File: src/hw/rtl/lpmd_pkg.sv
// lpmd_pkg: types and constants for the length-prefixed message deframer
// no dependencies; imported by length_prefixed_message_deframer_unit
`default_nettype none

package lpmd_pkg;

  // channels with their own deframing state
  localparam int CHANNELS = 16;
  localparam int CHAN_W   = $clog2(CHANNELS);

  // bytes of one size word in the header
  localparam int WORD_BYTES = 4;
  // header position of the byte order marker
  localparam int MARK_POS   = 2 * WORD_BYTES;
  // total header length, marker included
  localparam int HEADER_LEN = MARK_POS + 1;

  // input item kinds
  localparam logic KIND_DATA  = 1'b0;
  localparam logic KIND_RESET = 1'b1;

  // configuration register indexes
  localparam logic REG_SIZE_MARKER = 1'b0;
  localparam logic REG_NATIVE_BE   = 1'b1;

  localparam logic [7:0] SIZE_MARKER_RST = 8'd36;

  typedef struct packed {
    logic       kind;
    logic [3:0] channel;
    logic [7:0] data_byte;
  } in_t;

  typedef struct packed {
    logic [3:0]  out_channel;
    logic [7:0]  out_byte;
    logic        first_of_message;
    logic        last_of_message;
    logic        size_error;
    logic [31:0] message_length;
  } out_t;

  typedef struct packed {
    logic [31:0] pos;
    logic [31:0] word1;
    logic [31:0] word2;
    logic [31:0] dsize;
  } chan_state_t;

  function automatic logic [31:0] swap32(input logic [31:0] v);
    return {v[7:0], v[15:8], v[23:16], v[31:24]};
  endfunction

endpackage

`default_nettype wire

File: src/hw/rtl/length_prefixed_message_deframer_unit.sv
// length_prefixed_message_deframer_unit: per-channel deframer top level
// depends on lpmd_pkg
`default_nettype none

// Takes one byte beat per cycle unless the output stalls, tagged with a
// channel, and passes every data byte through with first and last marks. The
// first nine bytes of a message are its header: two 32-bit size words and a
// marker byte. If the marker equals size_marker the second word is taken
// big-endian, else the first word in the order native_big_endian selects. The
// size counts the whole message; a size below the header length ends the
// message at its marker byte with size_error set, and message_length carries
// the size on the last byte. A reset beat clears its channel and produces no
// output. Throughput is one beat per cycle on any mix of channels unless the
// output stalls; a beat passes from the input register, which feeds a
// read-modify-write of the channel's state (position, size words, decoded
// size) held in a 16-entry register file, into the output register. Repeated
// beats on one channel need no bypass because state is written in the same
// cycle the beat leaves the input register.
module length_prefixed_message_deframer_unit (
  input  wire                 clk_i,
  input  wire                 rst_ni,
  input  wire                 in_valid_i,
  output logic                in_ready_o,
  input  wire lpmd_pkg::in_t  in_data_i,
  output logic                out_valid_o,
  input  wire                 out_ready_i,
  output lpmd_pkg::out_t      out_data_o,
  input  wire                 cfg_we_i,
  input  wire                 cfg_idx_i,
  input  wire  [7:0]          cfg_data_i
);
  import lpmd_pkg::*;

  // configuration
  logic [7:0] size_marker_q;
  logic       native_be_q;

  // input register
  logic  s1_valid_q;
  in_t   s1_q;

  // output register
  logic  out_valid_q;
  out_t  out_q;

  // per-channel state
  chan_state_t chan_q [CHANNELS];

  logic              chan_ok;
  logic              has_res;
  logic              out_free;
  logic              s1_fire;
  logic [CHAN_W-1:0] ch_idx;
  chan_state_t       st;
  chan_state_t       st_d;
  logic [31:0]       w1_n, w2_n, dsize_n;
  logic [32:0]       pos1;
  logic              first_b, last_b, err_b;
  out_t              res;

  always_ff @(posedge clk_i or negedge rst_ni) begin
    if (!rst_ni) begin
      size_marker_q <= SIZE_MARKER_RST;
      native_be_q   <= 1'b0;
    end else if (cfg_we_i) begin
      unique case (cfg_idx_i)
        REG_SIZE_MARKER: size_marker_q <= cfg_data_i;
        REG_NATIVE_BE:   native_be_q   <= cfg_data_i[0];
        default: ;
      endcase
    end
  end

  // handshake: the input register moves whenever its beat can be retired
  assign chan_ok    = ({28'd0, s1_q.channel} < 32'(CHANNELS));
  assign has_res    = (s1_q.kind == KIND_DATA) && chan_ok;
  assign out_free   = !out_valid_q || out_ready_i;
  assign s1_fire    = s1_valid_q && (!has_res || out_free);
  assign in_ready_o = !s1_valid_q || s1_fire;

  always_ff @(posedge clk_i or negedge rst_ni) begin
    if (!rst_ni) begin
      s1_valid_q <= 1'b0;
    end else if (in_ready_o) begin
      s1_valid_q <= in_valid_i;
    end
  end

  always_ff @(posedge clk_i) begin
    if (in_valid_i && in_ready_o) begin
      s1_q <= in_data_i;
    end
  end

  // channel state lookup and header decode
  assign ch_idx = s1_q.channel[CHAN_W-1:0];
  assign st     = chan_q[ch_idx];
  assign pos1   = {1'b0, st.pos} + 33'd1;

  always_comb begin
    w1_n    = st.word1;
    w2_n    = st.word2;
    dsize_n = st.dsize;
    // size words gather most significant byte first
    if (st.pos < 32'(WORD_BYTES)) begin
      w1_n = {st.word1[23:0], s1_q.data_byte};
    end else if (st.pos < 32'(2 * WORD_BYTES)) begin
      w2_n = {st.word2[23:0], s1_q.data_byte};
    end else if (st.pos == 32'(MARK_POS)) begin
      if (s1_q.data_byte == size_marker_q) begin
        dsize_n = st.word2;
      end else if (native_be_q) begin
        dsize_n = st.word1;
      end else begin
        dsize_n = swap32(st.word1);
      end
    end
  end

  always_comb begin
    first_b = (st.pos == 32'd0);
    last_b  = 1'b0;
    err_b   = 1'b0;
    if (pos1 == 33'(HEADER_LEN)) begin
      // marker byte: a short size closes the message here
      if (dsize_n < 32'(HEADER_LEN)) begin
        last_b = 1'b1;
        err_b  = 1'b1;
      end else if (dsize_n == 32'(HEADER_LEN)) begin
        last_b = 1'b1;
      end
    end else if (pos1 > 33'(HEADER_LEN) && pos1 >= {1'b0, dsize_n}) begin
      last_b = 1'b1;
    end
  end

  always_comb begin
    if (last_b) begin
      st_d = '0;
    end else begin
      st_d = '{pos: pos1[31:0], word1: w1_n, word2: w2_n, dsize: dsize_n};
    end
  end

  assign res = '{out_channel:      s1_q.channel,
                 out_byte:         s1_q.data_byte,
                 first_of_message: first_b,
                 last_of_message:  last_b,
                 size_error:       err_b,
                 message_length:   last_b ? dsize_n : 32'd0};

  always_ff @(posedge clk_i or negedge rst_ni) begin
    if (!rst_ni) begin
      for (int i = 0; i < CHANNELS; i++) begin
        chan_q[i] <= '0;
      end
    end else if (s1_fire && chan_ok) begin
      if (s1_q.kind == KIND_RESET) begin
        chan_q[ch_idx] <= '0;
      end else begin
        chan_q[ch_idx] <= st_d;
      end
    end
  end

  // output register, refilled in the cycle it drains
  always_ff @(posedge clk_i or negedge rst_ni) begin
    if (!rst_ni) begin
      out_valid_q <= 1'b0;
    end else if (s1_fire && has_res) begin
      out_valid_q <= 1'b1;
    end else if (out_ready_i) begin
      out_valid_q <= 1'b0;
    end
  end

  always_ff @(posedge clk_i) begin
    if (s1_fire && has_res) begin
      out_q <= res;
    end
  end

  assign out_valid_o = out_valid_q;
  assign out_data_o  = out_q;

`ifndef SYNTHESIS
  // an empty input register always takes a beat
  a_ready_when_empty: assert property (@(posedge clk_i) disable iff (!rst_ni)
    !s1_valid_q |-> in_ready_o)
    else $error("input stalled with empty input register");

  // a retired data beat always shows up at the output
  a_res_lands: assert property (@(posedge clk_i) disable iff (!rst_ni)
    (s1_fire && has_res) |=> out_valid_q)
    else $error("data beat lost between stages");

  // an error only closes a message with a short size
  a_err_short: assert property (@(posedge clk_i) disable iff (!rst_ni)
    (out_valid_q && out_q.size_error) |->
      (out_q.last_of_message && out_q.message_length < 32'(HEADER_LEN)))
    else $error("size error on a well-sized or open message");
`endif

endmodule

`default_nettype wire
File: config.mk
export PLATFORM = sky130hd
export DESIGN_NAME = length_prefixed_message_deframer_unit
export DESIGN_NICKNAME = d
export VERILOG_FILES = /design/src/hw/rtl/lpmd_pkg.sv /design/src/hw/rtl/length_prefixed_message_deframer_unit.sv
export SDC_FILE = /design/constraint.sdc
export NUM_CORES = 2
export LEC_CHECK = 0
export BUFFER_PORTS_ARGS = -buffer_cell sky130_fd_sc_hd__buf_2
export CORE_ASPECT_RATIO = 1.25
export CORE_MARGIN = 4
export CORE_UTILIZATION = 55
export DETAILED_ROUTE_END_ITERATION = 12
export PLACE_DENSITY = 0.78
export RECOVER_POWER = 100
export SYNTH_ARGS = -nofsm -noshare
export SYNTH_HDL_FRONTEND = slang
export SYNTH_SLANG_ARGS = --single-unit
File: constraint.sdc
create_clock -name clk_i -period 10.5 [get_ports clk_i]
set_clock_uncertainty 0.2 [all_clocks]
set_input_delay 0.525 -clock clk_i [delete_from_list [all_inputs] [get_ports clk_i]]
set_output_delay 0.525 -clock clk_i [all_outputs]
set_load 0.01 [all_outputs]
-- After elaboration in Yosys (flattened, before gate mapping)
Index checks and enable logic that the tools add are counted.
- bits in registers: 2119
- bits of input ports: 27
- $add $sub $neg: 1
- magnitude comparators: 7
- equal/unequal tests: 4
- mux-type cells: 23
- bitwise operators: 5
- reductions and logical operators: 14
- operator list (kind ; number):
    AND 2048 bit ; 1
    bitwise mux 2048 bit ; 1
    two-way mux 2048 bit ; 1
    NOT 2048 bit ; 1
    binary-select mux 128 bit (select 4 bit) ; 1
    demux 128 bit (select 4 bit) ; 1
    two-way mux 128 bit ; 4
    two-way mux 32 bit ; 8
    == test 32 x 4 -> 1 bit, second input constant ; 2
    less-than comparator 32 x 4 -> 1 bit, second input constant ; 2
    adder 32 x 1 -> 33 bit, second input constant ; 1
    == test 33 x 4 -> 1 bit, second input constant ; 1
    greater-or-equal comparator 33 x 32 -> 1 bit ; 1
    > comparator 33 x 4 -> 1 bit, second input constant ; 1
    zero test 32 bit ; 1
    less-than comparator 32 x 3 -> 1 bit, second input constant ; 1
    == test 8 bit ; 1
    two-way mux 1 bit ; 7
    greater-or-equal comparator 5 bit, second input constant ; 1
    logical AND 1 bit ; 5
    less-than comparator 5 x 1 -> 1 bit, second input constant ; 1
    NOT 4 -> 5 bit ; 1
    AND reduction 2 bit ; 2
    logical OR 1 bit ; 3
    3 further kinds ; 5

-- Logic depth before layout (Yosys ltp)
- depth in word-level cells: 16
- depth in mapped cells: 36
- mapped depth without buffers: 23

-- Worst setup path after synthesis
Ideal clock, no wire load.
- kind: flip-flop to flip-flop
- start point: register s1_q (netlist bit ch_idx[0])
- end point: register chan_q[1852] (netlist bit)
- library setup time: 0.135 ns
- arrival: 7.651 ns
- path slack: 2.514 ns
- cell stages (with the launch flop): 32
- path buffers: 8
- period minus slack after synthesis: 7.986 ns
- cells stage by stage: edfxtp_1 buf_6 mux4_1 nand2_1 and4_1 clkbuf_1 inv_1 buf_1 ha_1 inv_1 a41oi_1 nand3_1 or3b_2 nor4b_2 nand4_1 xnor2_1 clkbuf_1 ha_1 and3_1 nand3_1 or4_1 or3_1 or3_1 o41ai_1 a41oi_1 nand4_1 o21a_1 buf_4 buf_6 buf_2 clkbuf_1 o31ai_1
- longest elaborated chain between the ends: 16
- elaborated cells between the ends (all ways): 35
- classes of those cells: add/sub (1); order compare (7); eq/ne (3); mux (19); bitwise (3); reduce/logical (2)
- RTL lines (element ; RTL line ; text):
    from (decl) ; length_prefixed_message_deframer_unit.sv:40 ; in_t s1_q;
    from (signal assigned) ; length_prefixed_message_deframer_unit.sv:91 ; s1_q <= in_data_i;
    NOT 4 -> 5 bit (not written as such) (*) ; length_prefixed_message_deframer_unit.sv:97, length_prefixed_message_deframer_unit.sv:159, length_prefixed_message_deframer_unit.sv:161 ;
    parallel branches: the longest is 14 deep, another holds greater-or-equal comparator 33 x 32 -> 1 bit ; n/a ;
    two-way mux 2048 bit (*) ; length_prefixed_message_deframer_unit.sv:158 ; if (s1_q.kind == KIND_RESET) begin
    to (signal, indexed assignment) ; length_prefixed_message_deframer_unit.sv:161 ; chan_q[ch_idx] <= st_d;
    to (decl) ; length_prefixed_message_deframer_unit.sv:47 ; chan_state_t chan_q [CHANNELS];
Every way passes the cells marked *. The select of a mux whose other input is x is not followed.
A chain may end at the register's enable or synchronous reset.

-- Worst setup path after layout
- start point: register s1_q (netlist bit ch_idx[2])
- end point: register chan_q[1409] (netlist bit)
The elaborated chain is that of the path after synthesis.

==> results by group <==
Setup path
  – Worst Setup EP: chan_q[1409]$_DFFE_PN0P_
  – Crit-path max cell delay: between 1.5 and 2 ns
  – Crit-path cells: buf_4, clkbuf_1, mux4_2, nor2_1, a21oi_1, mux2_2, inv_1, ha_1, nand3_1, or4_1, or3_1, or3_1, o41ai_1, a41oi_1, nand4_1, o21a_1, buf_12, buf_12, o41ai_1
  – Crit Path Max Fanout: 139
  – WP depth: 19
  – RR Endpoint: chan_q[1409]$_DFFE_PN0P_
  – Crit start category: flip-flop
  – CP required: about 11 ns
  – Critical-path top delay cell: clkbuf_1
  – Worst Path Buf+Inv: 5
  – Arrival time worst endpoint: 10.67 ns
  – Critical Path End Type: flip-flop
  – CP Class: flip-flop to flip-flop
  – CP top delay family: buffers and inverters
  – Reg2reg setup slack: roughly 0.35 ns
  – Worst reg2reg path depth: 19
  – Critical Path Source: ch_idx[2]$_DFFE_PP_
  – R2R Path Start: ch_idx[2]$_DFFE_PP_

Clock tree
  – Worst skew pair latency: about 0.9 ns
  – CTS H-tree depth: 4
  – Num CTS Buffers: approximately 200
  – Clk slew on worst S/H paths: 0.07 ns
  – Clk sinks: 2119
  – CTS tree: done
  – # resized after CTS: 0
  – Clk buf depth: 3
  – Root buffer cell: clkbuf_16

Detailed routing
  – Final wirelength: around 370000 microns
  – TritonRoute pass-1 iters: 9
  – Vias: about 84000
  – Post-route ant nets: 0
  – Vias per Instance: just over 8
  – Wirelength per Cell: roughly 35 microns
  – Detailed-route DRC error count: 0
  – Iter 0 DRT Violations: 13667

Yosys
  – Mapped Area: about 100000 sq um
  – Post-synth EDFFs: 60
  – Syn_area_per_cell: roughly 12 sq um
  – Sequential fraction of the synthesis area: around 52%
  – Leading area contributor after synthesis: dfrtp_1
  – Syn nets: ~8400
  – Most used flip-flop cell after synthesis: dfrtp_1
  – Post-synth top cells: 2057 x dfrtp_1, 1310 x nand2_1, 918 x a32o_1, 824 x o41ai_1, 767 x clkbuf_1
  – Yosys top cell area share: approximately half
  – Post-Syn Instances: roughly 8300
  – Yosys reg bits: roughly 2100
  – Synth unique cells: ~80
  – Most frequent cell after synthesis: dfrtp_1
  – Largest cells by area after synthesis: dfrtp_1 50%, mux4_2 12%, a32o_1 8.9%, o41ai_1 7.0%, nand2_1 4.8%
  – Synth warn: 0
  – Async SR Flop Fraction: between 90% and 100%

Die
  – Core area: 186000 sq um
  – Die Width: slightly below 400 microns
  – IO Count: 76
  – Die height: 493 microns
  – Rows: roughly 180
  – Die area: 195000 sq um
  – Initial core utilization: approximately 55%

Placed design
  – RePlAce Congestion: approximately 1.0
  – Port bufs: between 70 and 80
  – DP HPWL: between 150000 and 200000 microns
  – DP Cell Count: 10038

STA
  – Relative slew slack: -415%
  – Fin. max-slew vios: just over 800
  – Setup Viol. Count Final: 0
  – Tmin final: 10.15 ns
  – Setup TNS: 0 ns
  – Final hold viol count: 0
  – Period utilisation layout: 96.7%
  – RSZ-0062 raised after global routing: no
  – Max Fclk: between 90 and 100 MHz
  – Slew @ Worst Pin: ~7.7 ns

Outcome
  – Status: finished, violations left
  – Failing checks: capacitance limit, slew limit

Final layout
  – Fill cells: 14212
  – Final Util: between 50% and 60%
  – Register area: ~53000 sq um
  – Multi-input logic area: 44400 sq um
  – Area added between synthesis and finish: 7.22%
  – Nets: between 7000 and 8000
  – Fraction of layout cells with a size suffix above 1: between 15 and 20%
  – Non-Filler Instances: 10447

Global route
  – First-pass GRT wire length: about 550000 microns
  – GR Overflow Total: 0
  – Total track usage: 37.0%
  – Initial antenna violation count: 13
  – Vias in the first global route: between 80000 and 90000
  – Pin count of the biggest net entering global routing: roughly 190

Power and ir drop
  – VDD IR max: 0.000199 V
  – Pleak: about 46 nW
  – Power per cell area: between 150 and 200 nW/um^2

Flow run
  – Max_cap viols: 15

Worst hold path
  – Min-Delay Startpoint: in_data_i[2]
  – Hold Crit Class: input pin to flip-flop
## cell type report
type / count / area share [%]
Antenna cell: 9 / 0.0203
Clock buffer: 302 / 5.23
Timing Repair Buffer: 381 / 2.85
Multi-Input combinational cell: 5021 / 40.0
Inverter: 49 / 0.166
Tap cell: 2506 / 2.83
Sequential cell: 2119 / 48.1
Clock inverter: 60 / 0.757
## state kept, by name (all words and copies together), names as in the netlist
name	count
s1_valid_q	1
s1_q	1
size_marker_q	8
out_data_o	47
native_be_q	1
res	8
chan_q	2048
ch_idx	4
out_valid_o	1
## stage by stage
step	hold WS [ns]	area [sq um]	power, W	worst slack, ns
2_1_floorplan	0.0294	103000	0.00975	2.51
5_1_grt	0.156	111000	0.0182	0.363
6_report	0.153	111000	0.0178	0.347
3_3_place_gp	0.249	105000	0.0103	1.43
3_5_place_dp	0.255	105000	0.0104	1.29
4_1_cts	0.129	112000	0.0177	1.26
## logic make-up (layout without fill, tap and decap cells)
logic type / after synthesis / in the layout / synth area share (%)
other cells: 0 / 9 / 0
xor+xnor: 41 / 41 / 0.347
fa+ha+maj: 33 / 33 / 0.399
flops: 2119 / 2119 / 51.6
buf+inv: 1183 / 792 / 5.21
mux: 724 / 724 / 13.9
simple gates: 1758 / 1758 / 7.16
compound gates: 2465 / 2465 / 21.4
## what timing repair did
item / CTS / global route
setup buffers: 0 / 0
hold buffers: 34 / 0
hold endpoints to repair: 140 / 0
## per-layer routing
layer  global-route usage, %  vias up  wire [microns]
met1                    45.0    42301          117000
met3                    12.8     2333           55400
li1                        -    31901               -
met2                    54.3     7578          160000
met5                   0.318        -             182
met4                    28.8       16           35700
## cells in the final DEF (no fill, tap or decap), types with 20 or more instances in the layout
cell type / n
a21oi_1: 74
a22o_1: 20
a22oi_1: 108
a32o_1: 918
buf_12: 42
buf_2: 22
buf_4: 206
clkbuf_1: 120
clkbuf_16: 200
clkbuf_8: 41
clkinv_2: 25
dfrtp_1: 2057
dlygate4sd3_1: 34
edfxtp_1: 60
ha_1: 33
inv_1: 48
mux2_2: 91
mux2i_1: 72
mux4_2: 542
nand2_1: 1298
nand2b_1: 117
nand3_1: 20
nand4_1: 29
nor2_1: 127
nor4_1: 27
o21ai_0: 157
o31ai_1: 143
o41ai_1: 917
xnor2_1: 26
## worst register-to-register path: cells and delay by family (launching register included)
kind                       cells  cell delay (ns)
muxes                          2             1.32
adders and majority gates      1             0.39
and+or+nand+nor                6             1.66
DFF                            1             0.94
AOI/OAI and AO/OA              5             2.04
buffers and inverters          5             3.44
## worst min path at each step
stage / end / depth (start not counted)
floorplan: chan_q[0]$_DFFE_PN0P_ / 0
global placement: chan_q[728]$_DFFE_PN0P_ / 2
detailed placement: chan_q[703]$_DFFE_PN0P_ / 2
finish: res[37]$_DFFE_PP_ / 2
CTS: s1_q[12]$_DFFE_PP_ / 2
global route: res[37]$_DFFE_PP_ / 2
## where the power goes
group | internal (W) | switching (W) | total (W)
Combinational | 0.000550 | 0.00109 | 0.00164
Clock | 0.00418 | 0.00330 | 0.00749
Sequential | 0.00851 | 0.000184 | 0.00869
Total | 0.0132 | 0.00457 | 0.0178
No activity file was read; power rests on OpenSTA's default activity.
